===== src/design/smpg_pkg.sv =====
// ----------------------------------------------------------------------------
// smpg_pkg
// Shared types and constants for the segment max pool gradient router.
// ----------------------------------------------------------------------------
package smpg_pkg;

    localparam int MAX_COLUMNS = 64;
    localparam int COL_W       = $clog2(MAX_COLUMNS);
    localparam int ROW_W       = 16;
    localparam int VAL_W       = 32;
    localparam int ENTRY_W     = VAL_W + ROW_W;

    // Most negative Q16.16 value, the empty-segment maximum.
    localparam logic signed [VAL_W-1:0] MOST_NEG = {1'b1, {(VAL_W-1){1'b0}}};

    typedef enum logic {
        CMD_FEATURE  = 1'b0,
        CMD_GRADIENT = 1'b1
    } t_cmd;

    // One per-column memory entry: running maximum and its arg-max row.
    typedef struct packed {
        logic signed [VAL_W-1:0] value;
        logic [ROW_W-1:0]        row;
    } t_entry;

    localparam t_entry RESET_ENTRY = '{value: MOST_NEG, row: '0};

endpackage


===== src/design/smpg_ram.sv =====
// ----------------------------------------------------------------------------
// smpg_ram
// Simple dual-port synchronous RAM, one write and one registered read port.
// ----------------------------------------------------------------------------
module smpg_ram #(
    parameter int DEPTH = 64,
    parameter int WIDTH = 48
) (
    input  logic                     i_clk,
    input  logic                     i_wr_en,
    input  logic [$clog2(DEPTH)-1:0] i_wr_addr,
    input  logic [WIDTH-1:0]         i_wr_data,
    input  logic                     i_rd_en,
    input  logic [$clog2(DEPTH)-1:0] i_rd_addr,
    output logic [WIDTH-1:0]         o_rd_data
);

    logic [WIDTH-1:0] r_mem [DEPTH];
    logic [WIDTH-1:0] r_rd_data;

    always_ff @(posedge i_clk) begin
        if (i_wr_en) begin
            r_mem[i_wr_addr] <= i_wr_data;
        end
    end

    // read-before-write on a same-address collision
    always_ff @(posedge i_clk) begin
        if (i_rd_en) begin
            r_rd_data <= r_mem[i_rd_addr];
        end
    end

    assign o_rd_data = r_rd_data;

endmodule


===== src/design/segment_max_pool_grad_router_core.sv =====
// ----------------------------------------------------------------------------
// segment_max_pool_grad_router_core
// Backward pass of segment max pooling: tracks per-column arg-max rows and
// routes each pooled gradient to the arg-max row of its column.
// ----------------------------------------------------------------------------
// Usage:
//   Input channel (i_in_valid / o_in_stall) carries one transaction per item:
//   command 0 is a feature element (row, column, value), command 1 is the
//   pooled gradient that closes a column's segment. Only gradient
//   transactions produce an output transaction (o_out_valid / i_out_stall)
//   with the arg-max row, the column and the unchanged gradient value.
//   Ties keep the earliest row; an empty segment routes to row 0.
// Pipeline / throughput:
//   A gradient passes through the update stage and then the output register.
//   One transaction per cycle sustained unless the input stalls: the column
//   entry is read at accept, compared and written back when the update stage
//   advances, with a one-deep bypass for back-to-back hits on the same column.
// Reset:
//   Synchronous, active low. Per-column valid flops are cleared, so every
//   column reads as (most negative, row 0) without a clearing pass. The
//   input is stalled while reset is held.
// Receiver stall:
//   Results wait in the output register. Feature transactions keep flowing;
//   a gradient waits in the update stage and the input stalls only then.
// ----------------------------------------------------------------------------
module segment_max_pool_grad_router_core (
    input  logic                                i_clk,
    input  logic                                i_rst_n,
    input  logic                                i_in_valid,
    output logic                                o_in_stall,
    input  logic                                i_command,
    input  logic [smpg_pkg::ROW_W-1:0]          i_row,
    input  logic [smpg_pkg::COL_W-1:0]          i_column,
    input  logic signed [smpg_pkg::VAL_W-1:0]   i_value,
    output logic                                o_out_valid,
    input  logic                                i_out_stall,
    output logic [smpg_pkg::ROW_W-1:0]          o_grad_row,
    output logic [smpg_pkg::COL_W-1:0]          o_grad_column,
    output logic signed [smpg_pkg::VAL_W-1:0]   o_grad_value
);

    import smpg_pkg::*;

    // input accept and update stage handshake
    logic in_accept;
    logic s1_adv;
    logic s1_is_grad;

    // update stage (entry read data lands here)
    logic                    r_s1_valid;
    logic                    r_s1_cmd;
    logic [ROW_W-1:0]        r_s1_row;
    logic [COL_W-1:0]        r_s1_col;
    logic signed [VAL_W-1:0] r_s1_value;

    // bypass of the write that collided with this stage's read
    logic   r_s1_fwd;
    t_entry r_fwd_entry;

    // per-column "entry has been written since reset"
    logic [MAX_COLUMNS-1:0] r_vld;

    // output register
    logic                    r_out_valid;
    logic [ROW_W-1:0]        r_out_row;
    logic [COL_W-1:0]        r_out_col;
    logic signed [VAL_W-1:0] r_out_value;

    logic [ENTRY_W-1:0] rd_data;
    t_entry             n_cur;
    t_entry             n_entry;

    assign s1_is_grad = (r_s1_cmd == CMD_GRADIENT);
    // features never need the output; gradients need a free output slot
    assign s1_adv     = r_s1_valid && (!s1_is_grad || !r_out_valid || !i_out_stall);
    assign o_in_stall = !i_rst_n || (r_s1_valid && !s1_adv);
    assign in_accept  = i_in_valid && !o_in_stall;

    smpg_ram #(
        .DEPTH (MAX_COLUMNS),
        .WIDTH (ENTRY_W)
    ) u_ram (
        .i_clk     (i_clk),
        .i_wr_en   (s1_adv),
        .i_wr_addr (r_s1_col),
        .i_wr_data (n_entry),
        .i_rd_en   (in_accept),
        .i_rd_addr (i_column),
        .o_rd_data (rd_data)
    );

    // current column entry: bypass > stored > reset value
    always_comb begin
        priority if (r_s1_fwd) begin
            n_cur = r_fwd_entry;
        end else if (r_vld[r_s1_col]) begin
            n_cur = t_entry'(rd_data);
        end else begin
            n_cur = RESET_ENTRY;
        end
    end

    // modify: a gradient resets the entry; strict greater-than keeps the earliest row on ties
    always_comb begin
        priority if (s1_is_grad) begin
            n_entry = RESET_ENTRY;
        end else if (r_s1_value > n_cur.value) begin
            n_entry = '{value: r_s1_value, row: r_s1_row};
        end else begin
            n_entry = n_cur;
        end
    end

    // control state
    always_ff @(posedge i_clk) begin
        if (!i_rst_n) begin
            r_s1_valid  <= 1'b0;
            r_s1_fwd    <= 1'b0;
            r_out_valid <= 1'b0;
            r_vld       <= '0;
        end else begin
            if (in_accept) begin
                r_s1_valid <= 1'b1;
                r_s1_fwd   <= s1_adv && (r_s1_col == i_column);
            end else if (s1_adv) begin
                r_s1_valid <= 1'b0;
            end

            if (s1_adv) begin
                r_vld[r_s1_col] <= 1'b1;
            end

            if (s1_adv && s1_is_grad) begin
                r_out_valid <= 1'b1;
            end else if (!i_out_stall) begin
                r_out_valid <= 1'b0;
            end
        end
    end

    // payload
    always_ff @(posedge i_clk) begin
        if (in_accept) begin
            r_s1_cmd    <= i_command;
            r_s1_row    <= i_row;
            r_s1_col    <= i_column;
            r_s1_value  <= i_value;
            r_fwd_entry <= n_entry;
        end
        if (s1_adv && s1_is_grad) begin
            r_out_row   <= n_cur.row;
            r_out_col   <= r_s1_col;
            r_out_value <= r_s1_value;
        end
    end

    assign o_out_valid   = r_out_valid;
    assign o_grad_row    = r_out_row;
    assign o_grad_column = r_out_col;
    assign o_grad_value  = r_out_value;

endmodule


===== config.mk =====
export PLATFORM = sky130hd
export DESIGN_NAME = segment_max_pool_grad_router_core
export DESIGN_NICKNAME = d
export VERILOG_FILES = /design/src/design/smpg_pkg.sv /design/src/design/smpg_ram.sv /design/src/design/segment_max_pool_grad_router_core.sv
export SDC_FILE = /design/constraint.sdc
export NUM_CORES = 2
export LEC_CHECK = 0
export BUFFER_PORTS_ARGS = -buffer_cell sky130_fd_sc_hd__buf_2
export CORE_MARGIN = 2
export CORE_UTILIZATION = 57
export DETAILED_ROUTE_END_ITERATION = 6
export MAX_ROUTING_LAYER = met4
export PLACE_DENSITY_LB_ADDON = 0.08
export SETUP_SLACK_MARGIN = 0.02
export SYNTH_ARGS = -nofsm -noshare
export SYNTH_HDL_FRONTEND = slang
export SYNTH_HIERARCHICAL = 1
export SYNTH_SLANG_ARGS = --single-unit

===== constraint.sdc =====
create_clock -name i_clk -period 8.1 [get_ports i_clk]
set_clock_uncertainty 0.2 [all_clocks]
set_input_delay 0.81 -clock i_clk [delete_from_list [all_inputs] [get_ports i_clk]]
set_output_delay 0.81 -clock i_clk [all_outputs]
set_load 0.01 [all_outputs]

# After elaboration in Yosys (flattened, before gate mapping)
# Memories as Yosys holds them, arrays and structs flattened. A register that Yosys moved wholly into a read port is not among the register bits.
# Cells that the tools add are included.
op_classes:
  n_mux: 14
  addsub: 0
  multipliers: 0
  div: 0
  shift: 0
  reduce_logical: 16
  order_cmp: 3
  bitwise: 1
  eq_ne: 2
ops:
  columns: ["op", "n"]
  rows:
  - ["2-to-1 mux 48 bit", 4]
  - ["bitwise OR 64 bit", 1]
  - ["> comparator 32 bit", 1]
  - ["2-to-1 mux 1 bit", 8]
  - ["< comparator 6 x 7 -> 1 bit (second input constant)", 1]
  - ["binary-select mux 1 bit (select 6 bit)", 1]
  - ["demux 1 bit (select 6 bit)", 1]
  - ["equality test 6 bit", 1]
  - [">= comparator 6 x 1 -> 1 bit (second input constant)", 1]
  - ["logical AND 1 bit", 6]
  - ["logical NOT 1 bit", 6]
  - ["logical OR 1 bit", 3]
  - ["inequality test 2 x 1 -> 1 bit (second input constant)", 1]
  - ["nonzero test 2 bit", 1]
totals:
  n_memories: 1
  latch_bits: 0
  ramBits: 3072
  word_cells: 50
  input_bits: 59
  reg_bits: 224
  output_inout_bits: 56
  mem_bits_ro: 0
mem_list:
  columns: ["memory", "depth", "word_bits", "rd", "rd_ports_with_merged_regs", "wr", "line", "source"]
  rows:
  - ["u_ram.r_mem", 64, 48, 1, 1, 1, "smpg_ram.sv:18", "logic [WIDTH-1:0] r_mem [DEPTH];"]

# Logic depth before layout (Yosys ltp)
logic_depth:
  word_depth: 10
  ltp_mapped: 20
  depth_no_buf: 14

# By module
# The synthesis kept the hierarchy.
modules_own_cells:
  columns: ["module", "seq_area_each_um2", "cells_each", "n_inst", "area_each_um2"]
  rows:
  - ["smpg_ram", 93689.9, 4970, 1, 117597.8]
  - ["segment_max_pool_grad_router_core", 6055.8, 835, 1, 10353.7]

# Worst setup path after synthesis
# OpenSTA, ideal clock, no wires.
synth_timing:
  kind: "input -> register"
  start: "input i_rst_n"
  end: "register r_s1_fwd"
  required_ns: 7.778
  arrival_time_ns: 8.034
  slack_ns: -0.256
  path_buffers: 1
  setup_time_ns: 0.122
  stages: 5
  cell_sequence: "clkbuf_1 -> nand2_1 -> nor2_1 -> o21ai_0 -> and2_1"
synth_via:
  elab_chain_len: 4
synth_rtl:
  columns: ["item", "line", "source"]
  rows:
  - ["start: declaration", "segment_max_pool_grad_router_core.sv:28", "input logic i_rst_n,"]
  - ["logical NOT 1 bit", null, null]
  - ["logical OR 1 bit", "segment_max_pool_grad_router_core.sv:76", "assign o_in_stall = !i_rst_n || (r_s1_valid && !s1_adv);"]
  - ["named net o_in_stall", "segment_max_pool_grad_router_core.sv:30", "output logic o_in_stall,"]
  - ["logical NOT 1 bit", "segment_max_pool_grad_router_core.sv:77", "assign in_accept = i_in_valid && !o_in_stall;"]
  - ["logical AND 1 bit", "segment_max_pool_grad_router_core.sv:77", null]
  - ["named net in_accept", "segment_max_pool_grad_router_core.sv:45", "logic in_accept;"]
  - ["end signal: assignment", "segment_max_pool_grad_router_core.sv:124", "r_s1_fwd <= s1_adv && (r_s1_col == i_column);"]
  - ["end: declaration", "segment_max_pool_grad_router_core.sv:57", "logic r_s1_fwd;"]
# The timed path passes the listed nets, and every way through them passes these cells.
# A chain may end at the register's enable or synchronous reset.

==> impl_metrics.env <==
export IMPL_layout_worst_path_cycle_share_pct=88.6
export IMPL_placementRows=173
export IMPL_top_metal_layer_carrying_routed_signals="met4"
export IMPL_reg2reg_slack_ps=920
export IMPL_detailroute_via_count=66839
export IMPL_crit_path_frequent_cell="sky130_fd_sc_hd__mux2_2"
export IMPL_power_leakage_nw=46.2
export IMPL_maximum_clock_frequency_mhz=139
export IMPL_route_final_wire_length_mm=385
export IMPL_detailed_place_hpwl_mm=202
export IMPL_drt_wirelength_per_cell_um=40.9
export IMPL_drv_cap=0
export IMPL_setup_viol=0
export IMPL_layout_nets=6268
export IMPL_post_synthesis_cell_area_um2=128000
export IMPL_clock_tree_root_cell="sky130_fd_sc_hd__clkbuf_16"
export IMPL_critical_path_reg2reg_startpoint="r_s1_col[0]"
export IMPL_yosys_register_bits=3344
export IMPL_cts_hold_buffers_added=51
export IMPL_min_path_cells=1
export IMPL_initial_antenna_violation_count=12
export IMPL_postSynth_asyncResetShare_pct=0
export IMPL_arrival_ps=7510
export IMPL_worst_pin_slew_ps=1270
export IMPL_summed_negative_setup_slack_over_all_endpoints_ps=0
export IMPL_wl_met1_mm=144
export IMPL_placed_cell_area_um2=133000
export IMPL_crit_slowest_cell="sky130_fd_sc_hd__edfxtp_1"
export IMPL_min_to="r_s1_col[0]"
export IMPL_preCtsSetupSlack_ps=1030
export IMPL_r2r_worst_path_cells=16
export IMPL_run_status="completed"
export IMPL_syn_num_nets=5896
export IMPL_cts_repair_timing_setup_buffer_count=0
export IMPL_worst_r2r_endpoint="u_ram/r_mem[57][31]"
export IMPL_timing_final_ws_setup_ps=923
export IMPL_number_of_antenna_violating_nets_in_the_routed_design=0
export IMPL_startpoint_type="flop"
export IMPL_synthCells=5805
export IMPL_clock_latency_ps=960
export IMPL_yosys_warnings=6
export IMPL_number_of_filler_instances_in_the_final_layout=14622
export IMPL_io_buffer_count=114
export IMPL_grtUsageTotal_pct=34.7
export IMPL_timing_critical_path_cells="mux4_2 -> mux2_2 -> nand3_1 -> o2111ai_1 -> nor4b_4 -> buf_12 -> or2_2 -> ha_1 -> a21oi_1 -> nand2_1 -> a21o_1 -> o41ai_1 -> o311ai_0 -> mux2_2 -> buf_4 -> mux2_2"
export IMPL_drtIter0Drc=10500
export IMPL_finished_cell_area_um2=144000
export IMPL_synth_avg_cell_area_um2=22.0
export IMPL_cp_max_fo=78
export IMPL_ctsLongestPathBuffers=4
export IMPL_tritoncts_num_buffers=346
export IMPL_htreeDepth=5
export IMPL_via_count_of_the_first_global_routing_pass=64279
export IMPL_post_route_cells_drive_above_1_share_pct=26.3
export IMPL_cts_tree="done"
export IMPL_initial_util_pct=57.4
export IMPL_flow_area_growth_from_synthesis_pct=12.4
export IMPL_synth_edf_count=3277
export IMPL_cts_sinks=3344
export IMPL_fin_crit_ps=7180
export IMPL_final_hold_viol_count=0
export IMPL_hp_class="primary input to flop"
export IMPL_die_h_um=478
export IMPL_die_width_um=478
export IMPL_yosysUniqueCellTypes=51
export IMPL_wire_length_on_met3_mm=44.9
export IMPL_fin_total_pwr_mw=35.5
export IMPL_cts_clk_slew_worst_paths_ps=60
export IMPL_routed_via_density=7.10
export IMPL_crit_required_ps=8430
export IMPL_max_slew_violation_count=0
export IMPL_met2WireLength_mm=178
export IMPL_ff_latch_area_um2=99700
export IMPL_crit_path_max_incr_delay_ps=1130
export IMPL_pin_count_of_the_biggest_net_entering_global_routing=113
export IMPL_timing_hold_ws_ps=222
export IMPL_grt_remaining_overflow=0
export IMPL_path_class="flop to flop"
export IMPL_post_cts_resize_count=0
export IMPL_hp_start="i_column[0]"
export IMPL_timing_critical_path_to_type="flop"
export IMPL_firstDrtPassIters=6
export IMPL_ios=115
export IMPL_relSlewSlack_pct=15.1
export IMPL_synth_sequential_area_ratio_pct=78.0
export IMPL_worst_ir_drop_vdd_v=0.000229
export IMPL_power_per_cell_area_nw_per_um2=247
export IMPL_dominantRegCellSynth="sky130_fd_sc_hd__edfxtp_1"
export IMPL_multi_input_comb_area_um2=27000
export IMPL_fp_dieArea_um2=228000
export IMPL_final_gp_congestion=0.851
export IMPL_rsz0062_at_grt="no"
export IMPL_grt_pass1_wl_mm=524
export IMPL_placeable_area_um2=223000
export IMPL_drcViolationCount=0
[synth_stat cells (all sizes together), types with 10 or more instances]
library cell	count	area share [%]
a22oi	74	0.43
clkbuf	134	0.40
mux2i	120	0.94
nor2	225	0.66
o22ai	123	0.60
a311oi	11	0.075
o221ai	28	0.19
nand3b	13	0.076
a21oi	90	0.35
or2	33	0.16
nand2b	10	0.049
a211oi	35	0.21
mux4	762	13
ha	32	0.31
dfxtp	67	1.0
nand3	25	0.098
nand2	67	0.20
edfxtp	3277	77
a221oi	84	0.57
nor3	52	0.20
nand4	11	0.054
a22o	58	0.40
nor2b	75	0.37
buf	203	0.96
o21a	64	0.38
mux2	64	0.56
[metal layers]
metal / GRT usage [%] / up-vias
met3: 7.28 / 849
met1: 48.7 / 36036
li1: - / 25334
met2: 50.7 / 4620
met5: - / -
met4: 13.6 / 0
[area by class of cell]
type | instances | share of cell area, %
diodes | 11 | 0.0191
inverters | 7 | 0.0183
repair buffers | 361 | 2.07
flip-flops and latches | 3344 | 69.4
clock buffers | 442 | 6.32
multi-input cells | 2117 | 18.8
well taps | 2975 | 2.59
clock inverters | 152 | 0.791
[registers in the layout (all words and copies together), names as in the netlist]
name	cells
o_grad_column	6
o_grad_row	16
o_grad_value	32
o_out_valid	1
r_fwd_entry	48
r_s1_cmd	1
r_s1_col	6
r_s1_fwd	1
r_s1_row	16
r_s1_valid	1
r_s1_value	32
r_vld	64
u_ram/o_rd_data	48
u_ram/r_mem	3072
[critical path: cells and delay by family, from the launching register on]
kind,cells,cell delay [ps]
multiplexers,4,2270
adder cells (fa/ha/maj),1,240
flip-flops,1,1130
AO/OA/AOI/OAI,5,1120
buffers and inverters,2,760
AND/OR/NAND/NOR,4,810
[where the power goes]
| group | internal (mW) | total, mW | switching [mW] | leakage, nW |
|---|---|---|---|---|
| Sequential | 19.1 | 19.1 | 0.0558 | 31.4 |
| Clock | 8.42 | 14.8 | 6.36 | 5.01 |
| Combinational | 0.566 | 1.59 | 1.02 | 9.81 |
| Total | 28.0 | 35.5 | 7.44 | 46.2 |
[logic make-up (layout without fill, tap and decap cells)]
| logic type | count (synthesis) | in the layout | synth area share [%] |
|---|---|---|---|
| AO/OA/AOI/OAI | 596 | 596 | 3.38 |
| AND/OR/NAND/NOR | 537 | 537 | 2.03 |
| other | 0 | 11 | 0 |
| multiplexers | 946 | 946 | 14.9 |
| flip-flops | 3344 | 3344 | 78.0 |
| adder cells (fa/ha/maj) | 32 | 32 | 0.313 |
| XOR/XNOR | 6 | 6 | 0.0411 |
| buffers and inverters | 344 | 962 | 1.37 |
[cells in the final DEF, fill, tap and decap left out, drive strengths merged, types with 33 or more instances in the layout]
cell	n
nor3	52
a211oi	35
nand2	67
mux2	64
a221oi	84
o22ai	123
o21a	64
edfxtp	3277
a21oi	90
mux4	762
nor2b	75
clkbuf	442
dfxtp	67
or2	33
a22o	58
buf	310
a22oi	74
nor2	225
dlygate4sd3	51
clkinv	124
mux2i	120
[worst max-delay path by stage]
stage                           to  slack, ps  depth (start not counted)        start
3_5_place_dp   u_ram/r_mem[48][31]       1030                         16  r_s1_col[0]
2_1_floorplan      r_fwd_entry[47]       1180                         19  r_s1_col[0]
6_report       u_ram/r_mem[57][31]        920                         16  r_s1_col[0]
5_1_grt        u_ram/r_mem[56][31]        680                         16  r_s1_col[0]
3_3_place_gp   u_ram/r_mem[48][31]       1180                         16  r_s1_col[0]
4_1_cts        u_ram/r_mem[62][31]        990                         16  r_s1_col[0]
[stage by stage]
stage | cells | util [%]
after global routing | 9407 | 64.5
final | 9409 | 64.5
after global placement | 8753 | 59.7
after CTS | 9398 | 64.5
after floorplan | 5805 | -
after detailed placement | 8753 | 59.7
Power figures use the tool's default switching activity.
